==> src/hdl/eia_pkg.sv <==
`timescale 1ns / 1ps

package eia_pkg;

  // argument kinds on the input tuser
  localparam logic [1:0] CMD_MODULUS     = 2'd0;
  localparam logic [1:0] CMD_PARAM       = 2'd1;
  localparam logic [1:0] CMD_ANGLE       = 2'd2;
  localparam logic [1:0] CMD_MODULUS_ALT = 2'd3;

  localparam logic [1:0] ST_OK       = 2'd0;
  localparam logic [1:0] ST_INFINITE = 2'd1;
  localparam logic [1:0] ST_DOMAIN   = 2'd2;

  localparam int MW   = 36;  // m, CORDIC registers (signed)
  localparam int AW   = 33;  // a, g, d
  localparam int OPW  = 34;  // multiplier operands
  localparam int PW   = 68;  // multiplier product
  localparam int ACCW = 54;  // E sum accumulator (signed)

  localparam logic signed [MW-1:0] ONE_S      = 36'sd1073741824;
  localparam logic signed [MW-1:0] PI_S       = 36'sd3373259426;
  localparam logic signed [MW-1:0] PI_HALF_S  = 36'sd1686629713;
  localparam logic signed [MW-1:0] GAIN_S     = 36'sd652032874;
  localparam logic [31:0]          PI_HALF_Q30    = 32'd1686629713;
  localparam logic [31:0]          PI_QUARTER_Q30 = 32'd843314857;
  localparam logic [31:0]          PI_HALF_Q24    = 32'd26353590;
  localparam logic [31:0]          ONE_Q30        = 32'd1073741824;

  localparam logic [4:0] CORDIC_LAST = 5'd29;
  localparam logic [4:0] STEP_LAST   = 5'd31;

  typedef enum logic [4:0] {
    S_IDLE, S_PREP, S_CORDIC, S_SABS, S_MMUL, S_MFORM, S_CHECK, S_SQRT, S_GSET,
    S_ROUND, S_RMUL1, S_RSQL, S_RACC, S_FIN, S_KDIV, S_KSET, S_ELOAD, S_EDIV,
    S_OUT
  } eia_state_e;

  typedef enum logic [4:0] {
    OP_NONE, OP_LOAD, OP_PREP, OP_CORDIC, OP_SABS, OP_MFORM, OP_CHECK,
    OP_SQRT_STEP, OP_GSET, OP_ROUND, OP_RMUL1, OP_RSQL, OP_RACC, OP_FIN,
    OP_DIV_STEP, OP_KSET, OP_ELOAD, OP_OUT
  } eia_op_e;

  typedef enum logic [1:0] {
    RES_NORMAL, RES_ZERO, RES_INF, RES_DOMAIN
  } eia_res_e;

  typedef struct packed {
    eia_op_e  op;
    logic [4:0] step;
    logic     mul_en;
    eia_res_e res;
  } eia_cmd_t;

  typedef struct packed {
    logic       x_zero;
    logic [1:0] kind;
    logic       m_above;
    logic       m_one;
    logic       d_small;
    logic [4:0] n;
    logic       out_busy;
  } eia_stat_t;

  function automatic logic [29:0] atan_q30(input logic [4:0] i);
    logic [29:0] v;
    case (i)
      5'd0:  v = 30'd843314856;
      5'd1:  v = 30'd497837829;
      5'd2:  v = 30'd263043836;
      5'd3:  v = 30'd133525158;
      5'd4:  v = 30'd67021686;
      5'd5:  v = 30'd33543515;
      5'd6:  v = 30'd16775850;
      5'd7:  v = 30'd8388437;
      5'd8:  v = 30'd4194282;
      5'd9:  v = 30'd2097149;
      5'd10: v = 30'd1048575;
      5'd11: v = 30'd524287;
      5'd12: v = 30'd262143;
      5'd13: v = 30'd131071;
      5'd14: v = 30'd65535;
      5'd15: v = 30'd32767;
      5'd16: v = 30'd16383;
      5'd17: v = 30'd8191;
      5'd18: v = 30'd4095;
      5'd19: v = 30'd2047;
      5'd20: v = 30'd1023;
      5'd21: v = 30'd511;
      5'd22: v = 30'd255;
      5'd23: v = 30'd127;
      5'd24: v = 30'd63;
      5'd25: v = 30'd31;
      5'd26: v = 30'd15;
      5'd27: v = 30'd8;
      5'd28: v = 30'd4;
      5'd29: v = 30'd2;
      default: v = 30'd0;
    endcase
    return v;
  endfunction

endpackage

==> src/hdl/eia_ctrl.sv <==
`timescale 1ns / 1ps

module eia_ctrl #(
  parameter int MAX_ITER = 8
) (
  input  logic                clk_i,
  input  logic                rst_ni,
  input  logic                in_valid_i,
  output logic                in_ready_o,
  input  eia_pkg::eia_stat_t  stat_i,
  output eia_pkg::eia_cmd_t   cmd_o
);

  eia_pkg::eia_state_e state_q, state_d;
  eia_pkg::eia_res_e   res_q, res_d;
  logic [4:0]          step_q, step_d;

  logic stepping;
  assign stepping = (state_q == eia_pkg::S_CORDIC) || (state_q == eia_pkg::S_SQRT) ||
                    (state_q == eia_pkg::S_KDIV) || (state_q == eia_pkg::S_EDIV);

  always_comb begin
    state_d = state_q;
    res_d   = res_q;
    case (state_q)
      eia_pkg::S_IDLE: if (in_valid_i) state_d = eia_pkg::S_PREP;
      eia_pkg::S_PREP: begin
        if (stat_i.x_zero) begin
          state_d = eia_pkg::S_OUT;
          res_d   = eia_pkg::RES_ZERO;
        end else if (stat_i.kind == eia_pkg::CMD_ANGLE) begin
          state_d = eia_pkg::S_CORDIC;
        end else if (stat_i.kind == eia_pkg::CMD_PARAM) begin
          state_d = eia_pkg::S_CHECK;
        end else begin
          state_d = eia_pkg::S_MMUL;
        end
      end
      eia_pkg::S_CORDIC: if (step_q == eia_pkg::CORDIC_LAST) state_d = eia_pkg::S_SABS;
      eia_pkg::S_SABS:   state_d = eia_pkg::S_MMUL;
      eia_pkg::S_MMUL:   state_d = eia_pkg::S_MFORM;
      eia_pkg::S_MFORM:  state_d = eia_pkg::S_CHECK;
      eia_pkg::S_CHECK: begin
        if (stat_i.m_above) begin
          state_d = eia_pkg::S_OUT;
          res_d   = eia_pkg::RES_DOMAIN;
        end else if (stat_i.m_one) begin
          state_d = eia_pkg::S_OUT;
          res_d   = eia_pkg::RES_INF;
        end else begin
          state_d = eia_pkg::S_SQRT;
          res_d   = eia_pkg::RES_NORMAL;
        end
      end
      eia_pkg::S_SQRT: if (step_q == eia_pkg::STEP_LAST) state_d = eia_pkg::S_GSET;
      eia_pkg::S_GSET: begin
        // first pass is the initial g; later passes end a round
        if (stat_i.n != 5'd0 && (stat_i.d_small || stat_i.n == 5'(MAX_ITER))) begin
          state_d = eia_pkg::S_FIN;
        end else begin
          state_d = eia_pkg::S_ROUND;
        end
      end
      eia_pkg::S_ROUND: state_d = eia_pkg::S_RMUL1;
      eia_pkg::S_RMUL1: state_d = eia_pkg::S_RSQL;
      eia_pkg::S_RSQL:  state_d = eia_pkg::S_RACC;
      eia_pkg::S_RACC:  state_d = eia_pkg::S_SQRT;
      eia_pkg::S_FIN:   state_d = eia_pkg::S_KDIV;
      eia_pkg::S_KDIV:  if (step_q == eia_pkg::STEP_LAST) state_d = eia_pkg::S_KSET;
      eia_pkg::S_KSET:  state_d = eia_pkg::S_ELOAD;
      eia_pkg::S_ELOAD: state_d = eia_pkg::S_EDIV;
      eia_pkg::S_EDIV:  if (step_q == eia_pkg::STEP_LAST) state_d = eia_pkg::S_OUT;
      eia_pkg::S_OUT:   if (!stat_i.out_busy) state_d = eia_pkg::S_IDLE;
      default:          state_d = eia_pkg::S_IDLE;
    endcase
    step_d = (stepping && state_d == state_q) ? step_q + 5'd1 : 5'd0;
  end

  always_comb begin
    cmd_o.op     = eia_pkg::OP_NONE;
    cmd_o.step   = step_q;
    cmd_o.mul_en = 1'b0;
    cmd_o.res    = res_q;
    in_ready_o   = 1'b0;
    case (state_q)
      eia_pkg::S_IDLE: begin
        in_ready_o = 1'b1;
        if (in_valid_i) cmd_o.op = eia_pkg::OP_LOAD;
      end
      eia_pkg::S_PREP:   cmd_o.op = eia_pkg::OP_PREP;
      eia_pkg::S_CORDIC: cmd_o.op = eia_pkg::OP_CORDIC;
      eia_pkg::S_SABS:   cmd_o.op = eia_pkg::OP_SABS;
      eia_pkg::S_MMUL:   cmd_o.mul_en = 1'b1;
      eia_pkg::S_MFORM:  cmd_o.op = eia_pkg::OP_MFORM;
      eia_pkg::S_CHECK:  cmd_o.op = eia_pkg::OP_CHECK;
      eia_pkg::S_SQRT:   cmd_o.op = eia_pkg::OP_SQRT_STEP;
      eia_pkg::S_GSET:   cmd_o.op = eia_pkg::OP_GSET;
      eia_pkg::S_ROUND:  cmd_o.op = eia_pkg::OP_ROUND;
      eia_pkg::S_RMUL1: begin
        cmd_o.op     = eia_pkg::OP_RMUL1;
        cmd_o.mul_en = 1'b1;
      end
      eia_pkg::S_RSQL: begin
        cmd_o.op     = eia_pkg::OP_RSQL;
        cmd_o.mul_en = 1'b1;
      end
      eia_pkg::S_RACC:   cmd_o.op = eia_pkg::OP_RACC;
      eia_pkg::S_FIN:    cmd_o.op = eia_pkg::OP_FIN;
      eia_pkg::S_KDIV: begin
        cmd_o.op     = eia_pkg::OP_DIV_STEP;
        cmd_o.mul_en = 1'b1;  // pi/4 * sum, ready for the E division
      end
      eia_pkg::S_KSET:   cmd_o.op = eia_pkg::OP_KSET;
      eia_pkg::S_ELOAD:  cmd_o.op = eia_pkg::OP_ELOAD;
      eia_pkg::S_EDIV:   cmd_o.op = eia_pkg::OP_DIV_STEP;
      eia_pkg::S_OUT:    if (!stat_i.out_busy) cmd_o.op = eia_pkg::OP_OUT;
      default: ;
    endcase
  end

  always_ff @(posedge clk_i or negedge rst_ni) begin
    if (!rst_ni) begin
      state_q <= eia_pkg::S_IDLE;
      res_q   <= eia_pkg::RES_NORMAL;
      step_q  <= '0;
    end else begin
      state_q <= state_d;
      res_q   <= res_d;
      step_q  <= step_d;
    end
  end

  // round count is only meaningful once the first g is set
  a_round_bound: assert property (@(posedge clk_i) disable iff (!rst_ni)
    (state_q == eia_pkg::S_GSET) |-> (stat_i.n <= 5'(MAX_ITER)))
    else $error("AGM round count beyond limit");

  a_out_free: assert property (@(posedge clk_i) disable iff (!rst_ni)
    (cmd_o.op == eia_pkg::OP_OUT) |-> !stat_i.out_busy)
    else $error("result written over a pending beat");

  a_accept_prep: assert property (@(posedge clk_i) disable iff (!rst_ni)
    (in_valid_i && in_ready_o) |=> (state_q == eia_pkg::S_PREP))
    else $error("accepted beat not prepared");

  a_cordic_step: assert property (@(posedge clk_i) disable iff (!rst_ni)
    (state_q == eia_pkg::S_CORDIC) |-> (step_q <= eia_pkg::CORDIC_LAST))
    else $error("CORDIC step past table");

endmodule

==> config.mk <==
export PLATFORM = sky130hd
export DESIGN_NAME = eia_ctrl
export DESIGN_NICKNAME = d
export VERILOG_FILES = /design/src/hdl/eia_pkg.sv /design/src/hdl/eia_ctrl.sv
export SDC_FILE = /design/constraint.sdc
export NUM_CORES = 1
export LEC_CHECK = 0
export ABC_AREA = 1
export BUFFER_PORTS_ARGS = -buffer_cell sky130_fd_sc_hd__buf_2
export CORE_MARGIN = 5
export CORE_UTILIZATION = 54
export DETAILED_ROUTE_END_ITERATION = 6
export MAX_ROUTING_LAYER = met4
export PLACE_DENSITY = 0.92
export SLEW_MARGIN = 20
export SYNTH_ARGS = -nofsm -noshare
export SYNTH_HDL_FRONTEND = slang
export SYNTH_SLANG_ARGS = --single-unit
export TNS_END_PERCENT = 1
==> constraint.sdc <==
create_clock -name clk_i -period 2.6 [get_ports clk_i]
set_input_delay 0.13 -clock clk_i [delete_from_list [all_inputs] [get_ports clk_i]]
set_output_delay 0.13 -clock clk_i [all_outputs]
set_load 0.02 [all_outputs]
# After elaboration in Yosys (flattened, before gate mapping)
# Index checks and enable logic that the tools add are counted.
# classes
n_addsub	1
eq_ne	25
muxes	23
n_reduce_logical	12
# op_table
cell	n
$pmux W5 S19	1
$pmux W5 S17	1
$mux W5	11
$eq A5 B4 Y1 const B	9
$eq A5 B5 Y1 const B	5
$eq A5 B3 Y1 const B	4
$eq A5 B2 Y1 const B	2
$mux W2	4
$mux W3	2
$add A5 B1 Y5 const B	1
$eq A5 B1 Y1 const B	1
$eq A5 B5 Y1	1
$logic_not A5 Y1	1
$reduce_bool A5 Y1	1
$logic_or A1 B1 Y1	4
$pmux W2 S2	1
$reduce_or A4 Y1	1
$mux W1	3
$eq A2 B1 Y1 const B	1
$eq A2 B2 Y1 const B	1
$logic_and A1 B1 Y1	2
$ne A2 B2 Y1 const B	1
$reduce_and A2 Y1	1
$reduce_bool A2 Y1	1
$reduce_or A2 Y1	1
# totals
reg_bits	12
inputBits	15
output_inout_bits	14
wordCells	64

# Depth between registers and ports, before layout
# Gate-level depths: netlist of run 1.
# depth
ltp_word	8
ltp_mapped	11
ltp_nobuf	11

# Worst setup path after synthesis of run 1
# Ideal clock, no wire load.
# synth_timing
kind	reg2reg
startpoint	register step_q[0]
endpoint	register step_q[0]
setup_time_ps	131
arrival_ps	1575
required_ps	2469
slack_ps	894
stages_incl_launch_ff	12
path_buffers	0
synth_period_minus_slack_ps	1706
path_cell_list	dfrtp_1 > ha_1 > inv_1 > nor2_1 > ha_1 > inv_1 > nand2_1 > nand2_1 > nor2_1 > nand3_2 > nand3_2 > nor2_1
# synth_via
elab_chain_cells	6
word_cells_on_any_way	11
classes_between	add/sub (1); eq/ne (3); mux (6); reduce/logical (1)
# synth_lines
element	line	source
start, declared	eia_ctrl.sv:16	logic [4:0] step_q, step_d;
start signal, assigned	eia_ctrl.sv:129	step_q <= step_d;
$eq A5 B5 Y1, on equally long branches	--	
$mux W5, on equally long branches	--	
$pmux W5 S19	eia_ctrl.sv:25	case (state_q)
$eq A5 B5 Y1	eia_ctrl.sv:76	step_d = (stepping && state_d == state_q) ? step_q + 5'd1 : 5'd0;
$logic_and A1 B1 Y1	eia_ctrl.sv:76	
$mux W5 *	eia_ctrl.sv:76	
net step_d[0]	eia_ctrl.sv:16	
# The timed path passes the listed nets; every way through them passes the cells marked *.
# A chain may end at the register's enable or synchronous reset.

==> impl_metrics.toml, run 1 <==
[final_layout]
multi_input_area_um2 = 582
ff_latch_area_um2 = 300
nets = 208
drive_above_1_share_pct = 23.4
design_area_um2 = 1200
n_fill_cell = 153
areaGrowthSynthToFinish_pct = 20.7
antenna_cells = 0
mostFrequentLayoutCell = "nand2_1"
final_cell_mix = "nand2_1, nor2_1, buf_2, inv_1, dfrtp_1"

[clocking]
insertion_delay_ns = 0.27
cts_resized = 0
clockBufferDepth = 2
numCtsBuffers = 3
clk_pin_slew_ns = 0.08
cts.sinks = 12
cts_tree = "done"
cts_root_buf = "clkbuf_4"
post-cts-setup-buffers = 0
htreeDepth = 1

[synthesis]
synth_nets = 175
synth.area.top_cells = "dfrtp_1, nand2_1, nor2_1, inv_1, ha_1"
ys_ff_latch = 12
syn_inst = 156
avgSynthCellArea_um2 = 6.38
synth_seq_area_share_pct = 30.2
synth_cell_types = 22
ys_warn_count = 0
syn-cell-area_um2 = 996
synth_top_area_share_pct = 30.2
yosysTopAreaCell = "dfrtp_1"

[critical_path]
slowest_delay_ns = 0.59
path_class = "flop to output port"
cp.arrival_ns = 1.87
cp_cell_sequence = "clkinv_4, nand3_1, nor2_1, inv_1, nand2_1, nor2_1, o21ai_0, buf_2"
crit_slowest_cell = "dfrtp_1"
cp-end-kind = "output port"
cp.required_ns = 2.47
crit_path_frequent_cell = "nor2_1"
path_max_fanout = 9
cp-start-kind = "flop"

[power]
peakVddDrop_mv = 0.653
power.density_nw_per_um2 = 887
p_leak_nw = 0.721

[floorplanning]
die_height_um = 52.9
fp.dieW_um = 52.9
die_area_um2 = 2800
core_area_um2 = 1750
rows = 15
floorplan.initialDensity_pct = 57.1
io_pins = 29

[route]
routed_wl_mm = 2.79
wl_per_cell_um = 13.1
dr.pass1.iters = 5
post-route-drc-count = 0
drt_iter0_drc = 88
viasPerCell = 5.48
num_vias = 1168
drtAntennaViolNets = 0

[timing]
slew_viol_final = 0
slew_headroom_pct = 73.0
tns_ns = 0
hold_viol = 0
finClkSkew_ns = 0.00688
finalSetupViolations = 0
worst_slew_pin_slew_ns = 0.406
layout_min_cycle_time_ns = 2.00
hold_ws_ns = 0.146
timing.final.crit_share_pct = 76.9
rsz0062_at_grt = "false"
fmax_mhz = 500

[global_routing]
grt_max_degree = 13
grt_overflow = 0
groute.usage.overall_pct = 22.4
antenna_found_initial = 0
grt_pass1_wl_mm = 4.46
grt_pass1_vias = 1072

[run_status]
status = "completed"

[place]
io_buffer_count = 28
dp_hpwl_mm = 2.32
gp_congestion = 1.01
dpl_cell_area_um2 = 1160

[flow_run]
maxCapViolations = 0

[min_path]
hp-class = "input port to flop"
where the power goes:
| part | total [mW] | internal [mW] | switching [mW] |
|---|---|---|---|
| registers | 0.302 | 0.236 | 0.0667 |
| logic | 0.618 | 0.192 | 0.426 |
| clock network | 0.146 | 0.0851 | 0.0613 |
kinds of logic after synthesis:
logic type	count (synthesis)	synth area share (%)
adders and majority gates	4	5.03
AOI/OAI and AO/OA	14	8.04
DFF	12	30.2
buffers and inverters	27	11.4
and+or+nand+nor	97	43.6
xor gates and xnor gates	2	1.76
sequential cells by signal, indices dropped and copies added, names as in the netlist:
name and flops:
state_q 5, step_q 5, res_q 2
metal layers:
metal | up-vias | routed length, um | global-route usage [%]
met5 | - | 0 | -
met4 | 0 | 132 | 8.09
met3 | 17 | 305 | 6.48
met2 | 85 | 1240 | 37.6
met1 | 505 | 1110 | 25.3
li1 | 561 | - | -
final cells by class:
type | instances | share of cell area [%]
inverters | 26 | 8.53
multi-input cells | 117 | 48.4
clock buffers | 4 | 3.02
flip-flops and latches | 12 | 25.0
repair buffers | 29 | 12.5
well taps | 25 | 2.60
critical path, delay by kind of cell, from the launching register on:
family                 cells  cell delay, ns
flip-flops                 1            0.59
AND/OR/NAND/NOR            4            0.47
buffers and inverters      3            0.43
AO/OA/AOI/OAI              1            0.10
path summary, 6_finish.rpt:
path                       startpoint    endpoint  slack [ns]  depth (start not counted)
max reg2reg                 step_q[0]   step_q[2]        0.76                         11
max                        state_q[4]   cmd_o[11]        0.60                          8
min in group asynchronous      rst_ni    res_q[0]        0.26                          2
min                         stat_i[8]    res_q[0]        0.15                          3
min reg2reg                 step_q[0]   step_q[0]        0.51                          1
max in group asynchronous      rst_ni  state_q[2]        2.11                          2
Yosys cell counts (all sizes together):
cell type   n
a31oi       1
xor2        1
xnor2       1
buf         1
clkinv      1
o211ai      3
nor3b       1
o21ai       8
a21oi       1
nor2       38
ha          4
dfrtp      12
nor3        5
inv        25
nand3      12
nand4       6
o22ai       1
nand2      35
repair_timing:
item | CTS | global route
setup endpoints to repair | 0 | 0
hold endpoints to repair | 12 | 0
hold buffers | 1 | 0
per-stage QoR:
stage | total power, mW | cells | utilization, % | worst slack [ns]
floorplan | 0.733 | 156 | - | 0.894
global placement | 0.909 | 208 | 66.2 | 0.844
detailed placement | 0.911 | 208 | 66.2 | 0.796
CTS | 1.06 | 213 | 68.9 | 0.651
global route | 1.14 | 213 | 68.9 | 0.435
finish | 1.07 | 213 | 68.9 | 0.602
(Power assumes the default switching activity.)
==> run 2: changes to the inputs <==
CORE_UTILIZATION = 46   (was 54)
PLACE_DENSITY = 0.84   (was 0.92)
clock period = 1.7 ns   (was 2.6 ns; I/O delays follow)
==> run 2 against run 1 <==
  * Register-to-register slack lost 0.75 ns
  * Largest power group unchanged
  * Clock-buffer cell count stayed put
  * Via count increased by 9.5%
  * The run now ends with setup timing left
  * Non-clock buffer count increased by 18
  * Die area up 14%
==> impl_metrics.toml, run 2 (synthesized netlist as in run 1, its figures left out) <==
[run_status]
violations = "setup timing"
status = "finished with violations"

[timing]
slew_headroom_pct = 75.1
timing.final.crit_share_pct = 103
rsz0062_at_grt = "true"
layout_min_cycle_time_ns = 1.75
worst_slew_pin_slew_ns = 0.370
finalSetupViolations = 4
fmax_mhz = 570
hold_viol = 0
slew_viol_final = 0
worst_slack_ns = -0.0533
hold_ws_ns = 0.0777
finClkSkew_ns = 0.00568

[critical_path]
cp-end-kind = "output port"
path_max_fanout = 5
cp.arrival_ns = 1.67
critPathLaunch = "state_q[0]"
path_class = "flop to output port"
r2r_start = "state_q[4]"
cp.required_ns = 1.62
cp-start-kind = "flop"

[clocking]
cts_root_buf = "clkbuf_4"
clockBufferDepth = 2
numCtsBuffers = 3
cts_tree = "done"
cts.sinks = 12
insertion_delay_ns = 0.29
htreeDepth = 1
clk_pin_slew_ns = 0.08

[final_layout]
antenna_cells = 0
drive_above_1_share_pct = 47.1
nets = 226
mostFrequentLayoutCell = "buf_2"
n_fill_cell = 144
final_cell_mix = "buf_2, nor2_1, nand2_1, buf_4, inv_1"
largestRegisters = "state_q x5, step_q x5, res_q x2"
areaGrowthSynthToFinish_pct = 51.8

[route]
drt_iter0_drc = 90
viasPerCell = 5.49
num_vias = 1279
drtAntennaViolNets = 0
wl_per_cell_um = 15.2
dr.pass1.iters = 4
routed_wl_mm = 3.55
post-route-drc-count = 0

[floorplanning]
die_height_um = 56.5
io_pins = 29
core_area_um2 = 2020
floorplan.initialDensity_pct = 49.3
fp.dieW_um = 56.5
rows = 16
die_area_um2 = 3200

[place]
gp_congestion = 0.969
dp_hpwl_mm = 2.40
io_buffer_count = 28

[global_routing]
grt_pass1_wl_mm = 5.07
antenna_found_initial = 0
grt_overflow = 0
grt_max_degree = 13
grt_pass1_vias = 1170
groute.usage.overall_pct = 20.9

[min_path]
min_from = "stat_i[8]"
hp-class = "input port to flop"

[flow_run]
maxCapViolations = 0

[power]
p_leak_nw = 0.843
peakVddDrop_mv = 1.00
power.density_nw_per_um2 = 1420
power_mw = 2.14
[run 2: cell count changes in the layout (fill, tap and decap cells not counted), sizes merged]
cell	change
buf	+18
[run 2: through the flow]
stage               setup TNS [ns]  utilization, %  area, um^2  cells  setup slack (ns)
floorplan                        0               -         997    156            0.0225
global placement                 0            58.5        1180    213            0.0903
detailed placement         -0.0991            58.5        1180    213           -0.0232
CTS                        -0.0825            65.0        1310    224           -0.0386
global route                 -1.02            74.8        1510    233            -0.124
finish                      -0.147            74.8        1510    233           -0.0533
[run 2: cell type report]
type | count | area [um^2] | share of cell area, %
multi-input cells | 117 | 732 | 48.4
repair buffers | 47 | 297 | 19.6
inverters | 26 | 105 | 6.95
clock buffers | 4 | 36.3 | 2.40
well taps | 27 | 33.8 | 2.24
flip-flops and latches | 12 | 308 | 20.4
[run 2: report_power, final]
| group | switching, mW | leakage [nW] | internal [mW] |
|---|---|---|---|
| sequential | 0.121 | 0.149 | 0.370 |
| clock | 0.105 | 0.0210 | 0.131 |
| combinational | 0.868 | 0.673 | 0.547 |
| total | 1.09 | 0.843 | 1.05 |
[run 2: critical path, cell delays in order (launching register included)]
cell	delay [ns]
dfrtp_2	0.46
inv_2	0.09
nand2_4	0.09
nor2_4	0.05
nand2_2	0.09
inv_2	0.06
nor2_4	0.12
nand2_2	0.08
nor2_2	0.12
o21ai_1	0.07
buf_4	0.15
[run 2: worst paths after layout]
check                        endpoint  slack, ns  cells after the start
max                         cmd_o[11]      -0.05                     10
min reg2reg                  res_q[1]       0.51                      2
min                          res_q[0]       0.08                      3
max reg2reg                 step_q[3]       0.01                     10
max in group asynchronous  state_q[2]       1.25                      2
min in group asynchronous   step_q[1]       0.20                      2
[run 2: what timing repair did]
action	CTS	global route
setup endpoints to repair	10	13
setup buffers	6	9
resized for setup	17	40
hold buffers	1	0
pin swaps	1	15
endpoints found under the hold margin	12	0
[run 2: metal layers]
metal  part of all wire [%]  global-route usage (%)
met5                      0                       -
met4                    2.8                    10.2
met3                    9.7                    5.05
met2                     50                    33.7
met1                     38                    24.1
